`src/rtl/core/lrbs_pkg.sv`:
```
// Shared types, codes and reset constants for the latching relay bypass sequencer.
package lrbs_pkg;

	// Request codes carried by an input item.
	localparam logic [1:0] FUNC_SERVICE = 2'd0;
	localparam logic [1:0] FUNC_PRESS   = 2'd1;
	localparam logic [1:0] FUNC_MIDI    = 2'd2;

	// Configuration register indexes.
	localparam int unsigned CFG_IDX_W = 3;
	localparam int unsigned CFG_DATA_W = 20;
	localparam logic [CFG_IDX_W-1:0] REG_MOMENT_MODE   = 3'd0;
	localparam logic [CFG_IDX_W-1:0] REG_LOCKOUT_US    = 3'd1;
	localparam logic [CFG_IDX_W-1:0] REG_FLIP_DELAY    = 3'd2;
	localparam logic [CFG_IDX_W-1:0] REG_CLEANUP_DELAY = 3'd3;
	localparam logic [CFG_IDX_W-1:0] REG_RELEASE_DELAY = 3'd4;
	localparam logic [CFG_IDX_W-1:0] REG_MIDI_DELAY    = 3'd5;

	// Register reset values.
	localparam logic [CFG_DATA_W-1:0] RST_LOCKOUT_US    = 20'd25000;
	localparam logic [CFG_DATA_W-1:0] RST_FLIP_DELAY    = 20'd25000;
	localparam logic [CFG_DATA_W-1:0] RST_CLEANUP_DELAY = 20'd8000;
	localparam logic [CFG_DATA_W-1:0] RST_RELEASE_DELAY = 20'd5000;
	localparam logic [CFG_DATA_W-1:0] RST_MIDI_DELAY    = 20'd20000;

	typedef struct packed {
		logic [1:0]  func;
		logic [31:0] now_us;
	} lrbs_in_t;

	typedef struct packed {
		logic isolator_level;
		logic lock_level;
		logic switch_level;
		logic bypass_led;
		logic relay_on;
	} lrbs_out_t;

	typedef struct packed {
		logic                  moment_mode;
		logic [CFG_DATA_W-1:0] lockout_us;
		logic [CFG_DATA_W-1:0] flip_delay_us;
		logic [CFG_DATA_W-1:0] cleanup_delay_us;
		logic [CFG_DATA_W-1:0] release_delay_us;
		logic [CFG_DATA_W-1:0] midi_delay_us;
	} lrbs_cfg_t;

	// A deadline is reached when now - at, read as two's complement, is not negative.
	function automatic logic reached(input logic [31:0] now, input logic [31:0] at);
		logic [31:0] diff;
		diff = now - at;
		return ~diff[31];
	endfunction

endpackage

```
`src/rtl/core/lrbs_cfg_regs.sv`:
```
// Configuration register bank of the relay bypass sequencer.
module lrbs_cfg_regs
	import lrbs_pkg::*;
(
	input  logic                  clk,
	input  logic                  arst_n,
	input  logic                  cfg_we,
	input  logic [CFG_IDX_W-1:0]  cfg_index,
	input  logic [CFG_DATA_W-1:0] cfg_data,
	output lrbs_cfg_t             cfg
);

	lrbs_cfg_t cfg_q;

	// Register writes; indexes past the list are ignored.
	always_ff @(posedge clk or negedge arst_n) begin
		if (!arst_n) begin
			cfg_q.moment_mode      <= 1'b0;
			cfg_q.lockout_us       <= RST_LOCKOUT_US;
			cfg_q.flip_delay_us    <= RST_FLIP_DELAY;
			cfg_q.cleanup_delay_us <= RST_CLEANUP_DELAY;
			cfg_q.release_delay_us <= RST_RELEASE_DELAY;
			cfg_q.midi_delay_us    <= RST_MIDI_DELAY;
		end else if (cfg_we) begin
			case (cfg_index)
				REG_MOMENT_MODE:   cfg_q.moment_mode      <= cfg_data[0];
				REG_LOCKOUT_US:    cfg_q.lockout_us       <= cfg_data;
				REG_FLIP_DELAY:    cfg_q.flip_delay_us    <= cfg_data;
				REG_CLEANUP_DELAY: cfg_q.cleanup_delay_us <= cfg_data;
				REG_RELEASE_DELAY: cfg_q.release_delay_us <= cfg_data;
				REG_MIDI_DELAY:    cfg_q.midi_delay_us    <= cfg_data;
				default: ;
			endcase
		end
	end

	assign cfg = cfg_q;

endmodule

```
`src/rtl/core/lrbs_step.sv`:
```
// Sequencer state and the single-pass update logic for one item.
module lrbs_step
	import lrbs_pkg::*;
(
	input  logic      clk,
	input  logic      arst_n,
	input  logic      en,
	input  lrbs_in_t  item,
	input  lrbs_cfg_t cfg,
	output lrbs_out_t result
);

	logic        engaged_q, flip_pend_q, cln_pend_q, rel_pend_q, midi_pend_q;
	logic        iso_q, lock_q, switch_q;
	logic [31:0] last_press_q, flip_dl_q, cln_dl_q, rel_dl_q, midi_dl_q;

	logic        engaged_d, flip_pend_d, cln_pend_d, rel_pend_d, midi_pend_d;
	logic        iso_d, lock_d, switch_d;
	logic [31:0] last_press_d, flip_dl_d, cln_dl_d, rel_dl_d, midi_dl_d;

	logic        svc, prs, arm;
	logic        flip_fire, cln_fire, rel_fire, midi_fire, do_press, press_start;
	logic [31:0] now, press_gap;

	// Decide which deadlines fire. A stage armed in this same item fires at
	// once only when its delay is zero, since the new deadline is now + delay.
	always_comb begin
		now       = item.now_us;
		svc       = (item.func == FUNC_SERVICE);
		prs       = (item.func == FUNC_PRESS);
		arm       = (item.func == FUNC_MIDI);
		flip_fire = svc && flip_pend_q && reached(now, flip_dl_q);
		if (flip_fire) begin
			cln_fire = svc && (cfg.cleanup_delay_us == '0);
		end else begin
			cln_fire = svc && cln_pend_q && reached(now, cln_dl_q);
		end
		if (cln_fire) begin
			rel_fire = svc && (cfg.release_delay_us == '0);
		end else begin
			rel_fire = svc && rel_pend_q && reached(now, rel_dl_q);
		end
		midi_fire   = svc && midi_pend_q && reached(now, midi_dl_q);
		do_press    = prs || (midi_fire && !cfg.moment_mode);
		press_gap   = now - last_press_q;
		press_start = do_press && (press_gap > {12'b0, cfg.lockout_us});
	end

	// Next state in service order: flip, cleanup, release, then the press.
	always_comb begin
		engaged_d = engaged_q ^ flip_fire;

		lock_d   = lock_q;
		switch_d = switch_q;
		if (flip_fire) begin
			lock_d   = !engaged_d;
			switch_d = engaged_d;
		end
		if (cln_fire) begin
			lock_d   = 1'b0;
			switch_d = 1'b0;
		end

		iso_d = iso_q;
		if (rel_fire) begin
			iso_d = 1'b1;
		end
		if (press_start) begin
			iso_d = 1'b0;
		end

		flip_pend_d = (flip_pend_q && !flip_fire) || press_start;
		flip_dl_d   = press_start ? now + {12'b0, cfg.flip_delay_us} : flip_dl_q;

		cln_pend_d = (cln_pend_q || flip_fire) && !cln_fire;
		cln_dl_d   = flip_fire ? now + {12'b0, cfg.cleanup_delay_us} : cln_dl_q;

		rel_pend_d = (rel_pend_q || cln_fire) && !rel_fire;
		rel_dl_d   = cln_fire ? now + {12'b0, cfg.release_delay_us} : rel_dl_q;

		midi_pend_d = arm || (midi_pend_q && !midi_fire);
		midi_dl_d   = arm ? now + {12'b0, cfg.midi_delay_us} : midi_dl_q;

		last_press_d = do_press ? now : last_press_q;
	end

	// State registers advance once per processed item.
	always_ff @(posedge clk or negedge arst_n) begin
		if (!arst_n) begin
			engaged_q    <= 1'b0;
			flip_pend_q  <= 1'b0;
			cln_pend_q   <= 1'b0;
			rel_pend_q   <= 1'b0;
			midi_pend_q  <= 1'b0;
			iso_q        <= 1'b1;
			lock_q       <= 1'b0;
			switch_q     <= 1'b0;
			last_press_q <= '0;
			flip_dl_q    <= '0;
			cln_dl_q     <= '0;
			rel_dl_q     <= '0;
			midi_dl_q    <= '0;
		end else if (en) begin
			engaged_q    <= engaged_d;
			flip_pend_q  <= flip_pend_d;
			cln_pend_q   <= cln_pend_d;
			rel_pend_q   <= rel_pend_d;
			midi_pend_q  <= midi_pend_d;
			iso_q        <= iso_d;
			lock_q       <= lock_d;
			switch_q     <= switch_d;
			last_press_q <= last_press_d;
			flip_dl_q    <= flip_dl_d;
			cln_dl_q     <= cln_dl_d;
			rel_dl_q     <= rel_dl_d;
			midi_dl_q    <= midi_dl_d;
		end
	end

	// Pin levels after this item.
	always_comb begin
		result.isolator_level = iso_d;
		result.lock_level     = lock_d;
		result.switch_level   = switch_d;
		result.bypass_led     = engaged_d;
		result.relay_on       = engaged_d;
	end

endmodule

```
`src/rtl/core/latching_relay_bypass_sequencer_core.sv`:
```
// Top level of the latching relay bypass sequencer: input register, step logic, result register.
//
// Usage: send one item per request on in_valid/in_ready/in_data (func and now_us).
// Service items (func 0) run due deadlines, press items (func 1) act as a
// footswitch press, MIDI items (func 2) arm the momentary deadline; code 3
// changes nothing. Every accepted item yields exactly one result item on
// out_valid/out_ready/out_data with the pin levels after that item.
// out_valid rises once the item in the input register has run the state update
// into the result register; a stalled result register holds that update back.
// Throughput is one item per cycle while the receiver keeps out_ready high.
// When the receiver stalls, the result register holds its item and the input
// register keeps the next one; in_ready drops only once both are full.
// The configuration port (cfg_we, cfg_index, cfg_data) writes the register chosen
// by cfg_index; write it only while no item is in flight. Unknown indexes are ignored.
// Reset clears both registers, restores the default delays, leaves the relay
// disengaged with the isolator released and both coils low.
module latching_relay_bypass_sequencer_core
	import lrbs_pkg::*;
(
	input  logic                  clk,
	input  logic                  arst_n,
	input  logic                  in_valid,
	output logic                  in_ready,
	input  lrbs_in_t              in_data,
	output logic                  out_valid,
	input  logic                  out_ready,
	output lrbs_out_t             out_data,
	input  logic                  cfg_we,
	input  logic [CFG_IDX_W-1:0]  cfg_index,
	input  logic [CFG_DATA_W-1:0] cfg_data
);

	lrbs_cfg_t cfg;
	lrbs_in_t  item_s1;
	logic      valid_s1;
	lrbs_out_t result;
	lrbs_out_t out_q;
	logic      out_valid_q;
	logic      fire;

	lrbs_cfg_regs u_cfg (
		.clk       (clk),
		.arst_n    (arst_n),
		.cfg_we    (cfg_we),
		.cfg_index (cfg_index),
		.cfg_data  (cfg_data),
		.cfg       (cfg)
	);

	// The item in the input register is processed when the result slot is free.
	assign fire     = valid_s1 && (!out_valid_q || out_ready);
	assign in_ready = !valid_s1 || fire;

	// Input register.
	always_ff @(posedge clk or negedge arst_n) begin
		if (!arst_n) begin
			valid_s1 <= 1'b0;
		end else if (in_ready) begin
			valid_s1 <= in_valid;
		end
	end

	always_ff @(posedge clk) begin
		if (in_valid && in_ready) begin
			item_s1 <= in_data;
		end
	end

	lrbs_step u_step (
		.clk    (clk),
		.arst_n (arst_n),
		.en     (fire),
		.item   (item_s1),
		.cfg    (cfg),
		.result (result)
	);

	// Result register.
	always_ff @(posedge clk or negedge arst_n) begin
		if (!arst_n) begin
			out_valid_q <= 1'b0;
		end else if (fire) begin
			out_valid_q <= 1'b1;
		end else if (out_ready) begin
			out_valid_q <= 1'b0;
		end
	end

	always_ff @(posedge clk) begin
		if (fire) begin
			out_q <= result;
		end
	end

	assign out_valid = out_valid_q;
	assign out_data  = out_q;

	// A new result only appears after an item was processed.
	a_rose_after_fire: assert property (@(posedge clk) disable iff (!arst_n)
		$rose(out_valid_q) |-> $past(fire))
		else $error("result appeared without a processed item");

	// A waiting item is never dropped from the input register.
	a_s1_held: assert property (@(posedge clk) disable iff (!arst_n)
		valid_s1 && !fire |=> valid_s1)
		else $error("input register lost an item");

	// The coils are driven complementary or both released.
	a_coils_exclusive: assert property (@(posedge clk) disable iff (!arst_n)
		out_valid_q |-> !(out_q.lock_level && out_q.switch_level))
		else $error("both relay coils driven");

	// The LED follows the engaged flag.
	a_led_matches: assert property (@(posedge clk) disable iff (!arst_n)
		out_valid_q |-> (out_q.bypass_led == out_q.relay_on))
		else $error("bypass LED differs from engaged flag");

endmodule
```
`config.mk`:
```
export PLATFORM = sky130hd
export DESIGN_NAME = latching_relay_bypass_sequencer_core
export DESIGN_NICKNAME = d
export VERILOG_FILES = /design/src/rtl/core/lrbs_pkg.sv /design/src/rtl/core/lrbs_cfg_regs.sv /design/src/rtl/core/lrbs_step.sv /design/src/rtl/core/latching_relay_bypass_sequencer_core.sv
export SDC_FILE = /design/constraint.sdc
export NUM_CORES = 1
export LEC_CHECK = 0
export ABC_AREA = 1
export BUFFER_PORTS_ARGS = -buffer_cell sky130_fd_sc_hd__buf_2
export CORE_ASPECT_RATIO = 0.7
export CORE_MARGIN = 4
export CORE_UTILIZATION = 30
export DETAILED_ROUTE_END_ITERATION = 12
export SLEW_MARGIN = 20
export SYNTH_ARGS = -nofsm -noshare
export SYNTH_HDL_FRONTEND = slang
export SYNTH_SLANG_ARGS = --single-unit
```
`constraint.sdc`:
```
create_clock -name clk -period 3.57 [get_ports clk]
set_input_delay 0.357 -clock clk [delete_from_list [all_inputs] [get_ports clk]]
set_output_delay 0.357 -clock clk [all_outputs]
set_load 0.1 [all_outputs]
```
==> impl_metrics.csv <==
group,metric,value,unit
pwr,ir_worst_vdd,355,µV
sta,tightest_slew,1.02,ns
global_route,grt_max_degree,85,
placement,dp_cells,3957,
pwr,powerDensity,698,mW/mm²
global_route,grt_pass1_wl,106000,µm
cells_and_area,finalNetCount,3383,
synth,synth_fa_ha_area_frac,0.147,
cells_and_area,layout-drive-gt1-share,0.130,
sta,whs,0.0190,ns
synth,synth_xor_area_frac,0.0479,
floorplanning,die_y,235,µm
drt,first_iter_violations,1693,
run_status,status,"completed",
floorplanning,die_w,333,µm
critical_path,slowest_delay,0.41,ns
critical_path,cp_common_cell,"nand2_1",
synth,syn_avg_cell_area,7.65,µm²
pwr,p_int,0.0106,W
global_route,antenna_found_initial,4,
placement,hpwl,54500,µm
critical_path,cp_cell_sequence,"ha_2, nand2_1, inv_1, a21oi_2, nand3_2, a31oi_2, xnor2_1, ha_1, a21o_1, a221oi_2, nand2_1, nand2_1, nand2_1, inv_2, nand2_2, nor2_4, nand2_8, nand2_8, clkbuf_16, o21ai_1",
pwr,p_comb_frac,0.488,
pwr,seqPwrFrac,0.297,
global_route,groute.usage.overall,0.172,
pwr,swShare,0.420,
drt,dr.pass1.iters,6,
critical_path,crit_fanout,7,
global_route,gr-total-overflow,0,
synth,ys_ff_latch,309,
flow_run,maxCapViolations,0,
sta,min_period,3.48,ns
pwr,power.leakage,12.9,nW
synth,async_flop_share,0.877,
sta,drv_slew,0,
clock_network,cts_max_level,2,
sta,finalCritPeriodShare,0.974,
critical_path,required,4.01,ns
synth,synthSimpleGateAreaFrac,0.229,
clock_network,clkTransAtPathRegs,0.07,ns
sta,max_freq,0.288,GHz
drt,ant_nets,0,
clock_network,cts.sinks,309,
drt,vias,19600,
critical_path,start_kind,"flop",
critical_path,cp-end-kind,"flop",
clock_network,cts_tree,"done",
critical_path,r2r_end,"u_step.flip_pend_q$_DFFE_PN0P_",
cells_and_area,area_delta_synth_final,18.7,%
synth,synthMuxAreaShare,0,
synth,synth-edff-count,38,
synth,synth_ff_type,"dfrtp_1",
cells_and_area,final_cells,4064,
floorplanning,io_pins,69,
pwr,pwr-share-clk,0.215,
synth,syn_nets,3210,
clock_network,cts_buffer_depth,3,
worst_hold_path,hold_path_class,"primary input to flop",
sta,finClkSkew,0.0304,ns
placement,gp_congestion,0.894,
synth,synth_top_family_by_area,"simple AND/OR/NAND/NOR gates",
synth,ys_seq_area_frac,0.360,
sta,setup_viol,0,
critical_path,r2r-start,"item_s1[7]$_DFFE_PP_",
drt,drc,0,
drt,wirelength,68700,µm
clock_network,cts_root_buffer,"clkbuf_16",
critical_path,crit_path_top_delay_cell,"edfxtp_1",
clock_network,insertion_delay,0.56,ns
worst_hold_path,min_path_cells,1,
critical_path,regToRegSetupSlack,0.09,ns
critical_path,cp-startpoint,"item_s1[7]$_DFFE_PP_",
synth,synth_compound_gate_area_share,0.135,
floorplanning,die-area,0.0782,mm²
global_route,grt_pass1_vias,18300,
sta,maxSlewHeadroom,0.323,
floorplanning,num_rows,82,
drt,wire_per_inst,16.9,µm
floorplanning,floorplan.initialDensity,0.306,
pwr,power.switching,0.00769,W
synth,synth.cell_area,0.0221,mm²
sta,rsz0062_at_grt,"true",
worst_hold_path,min_delay_worst_endpoint,"item_s1[6]$_DFFE_PP_",
critical_path,r2r_cells,20,
worst_hold_path,min-delay-start,"in_data[6]",
synth,yosys_warnings,0,
critical_path,worstPathArrival,3.91,ns
placement,portBuffers,68,
floorplanning,core,0.0723,mm²
drt,via_per_inst,4.83,
clock_network,cts_buffers,36,
cells_and_area,fillers,7524,
synth,ys_types,50,
sta,hold_viol,0,
synth,syn-instance-count,2892,
critical_path,crit_type,"flop to flop",
state kept, by name, indices dropped and copies added, names as in the netlist, 4 cells and up:
name and flops:
out_data 4, u_cfg.cfg 101, u_step.rel_dl_q 32, u_step.flip_dl_q 32
u_step.midi_dl_q 32, u_step.cln_dl_q 32, item_s1 34, u_step.last_press_q 32
routing by layer:
layer | GRT usage | share of wire | vias up
li1 | - | - | 9861
met1 | 0.281 | 0.52 | 9125
met2 | 0.229 | 0.37 | 580
met3 | 0.0339 | 0.087 | 65
met4 | 0.0310 | 0.015 | 0
met5 | 0 | 0 | -
cell type report:
cell class | count | area, µm² | area share
multi-input combinational | 2129 | 12800 | 0.487
sequential | 309 | 7960 | 0.303
timing repair buffer | 198 | 1560 | 0.0595
inverter | 391 | 1470 | 0.0561
tap | 966 | 1210 | 0.0460
clock buffer | 50 | 1110 | 0.0422
clock inverter | 15 | 145 | 0.00553
antenna | 6 | 15.0 | 0.000572
power groups by stage:
| stage | Sequential [W] | Clock [W] | Combinational, W |
|---|---|---|---|
| after floorplan | 0.00541 | 0 | 0.00609 |
| after global placement | 0.00544 | 0 | 0.00825 |
| after detailed placement | 0.00545 | 0 | 0.00839 |
| after CTS | 0.00540 | 0.00404 | 0.00848 |
| after global routing | 0.00558 | 0.00421 | 0.0103 |
| final | 0.00545 | 0.00394 | 0.00894 |
layout by cell type, fill, tap and decap left out, types with 84 or more instances in the layout:
cell type,n
dfrtp_1,242
ha_1,235
nor2_1,141
buf_4,91
nand3_1,137
xor2_1,84
o21ai_0,291
nand2_1,739
a21oi_1,179
inv_1,380
how the worst max path moves through the flow:
stage,cells after the start,end,slack [ns]
floorplan,27,out_data[4]$_DFFE_PP_,0.08
global placement,27,out_data[4]$_DFFE_PP_,0.03
detailed placement,29,u_step.flip_dl_q[24]$_DFFE_PN0P_,-0.04
CTS,20,u_step.flip_dl_q[14]$_DFFE_PN0P_,0.02
global route,20,u_step.flip_pend_q$_DFFE_PN0P_,-0.11
finish,20,u_step.flip_pend_q$_DFFE_PN0P_,0.09
metrics by stage:
step	total power (W)	cell area [µm²]	util	TNS, ns	worst slack (ns)
after CTS	0.0179	25700	0.355	0	0.0201
final	0.0183	26300	0.363	0	0.0940
after global routing	0.0200	26200	0.363	-2.76	-0.109
after floorplan	0.0115	22100	-	0	0.0820
after global placement	0.0137	24100	0.334	0	0.0338
after detailed placement	0.0138	24100	0.334	-0.687	-0.0390
worst max-delay path: cells and delay by family (launching register included):
kind | cells | cell delay (ns)
XOR/XNOR | 1 | 0.16
AND/OR/NAND/NOR | 9 | 1.00
AO/OA/AOI/OAI | 5 | 0.87
adder cells (fa/ha/maj) | 2 | 0.62
flip-flops | 1 | 0.41
buffers and inverters | 3 | 0.29
what timing repair did:
item	in CTS	in global routing
resized for setup	4	90
buffers inserted	0	6
pin swaps	0	17
gates cloned	0	5
hold buffers	25	0
hold endpoints to repair	77	0
endpoints found under the setup margin	33	62
cell usage after synthesis, drive strengths merged, types with 2 or more instances:
cell	instances	area share
a21boi	6	0.0020
a21o	12	0.0041
a21oi	189	0.043
a31oi	14	0.0040
and2	2	0.00057
buf	23	0.0083
clkbuf	40	0.0069
dfrtp	242	0.27
dfstp	29	0.034
edfxtp	38	0.052
fa	5	0.0045
ha	251	0.14
inv	391	0.066
nand2	797	0.14
nand3	146	0.034
nand3b	11	0.0037
nand4	32	0.0091
nor2	157	0.029
nor3	16	0.0048
nor4	16	0.0051
o211ai	2	0.00068
o21a	7	0.0024
o21ai	318	0.072
o21bai	17	0.0058
or2	4	0.0011
xnor2	37	0.015
xor2	84	0.033
logic make-up (layout without fill, tap and decap cells):
kind of cell	count (synthesis)	after routing
compound gates	568	568
xor+xnor	121	121
fa+ha+maj	256	256
buf+inv	454	654
flops	309	309
other cells	0	6
simple gates	1184	1184
Power figures use the tool's default switching activity.
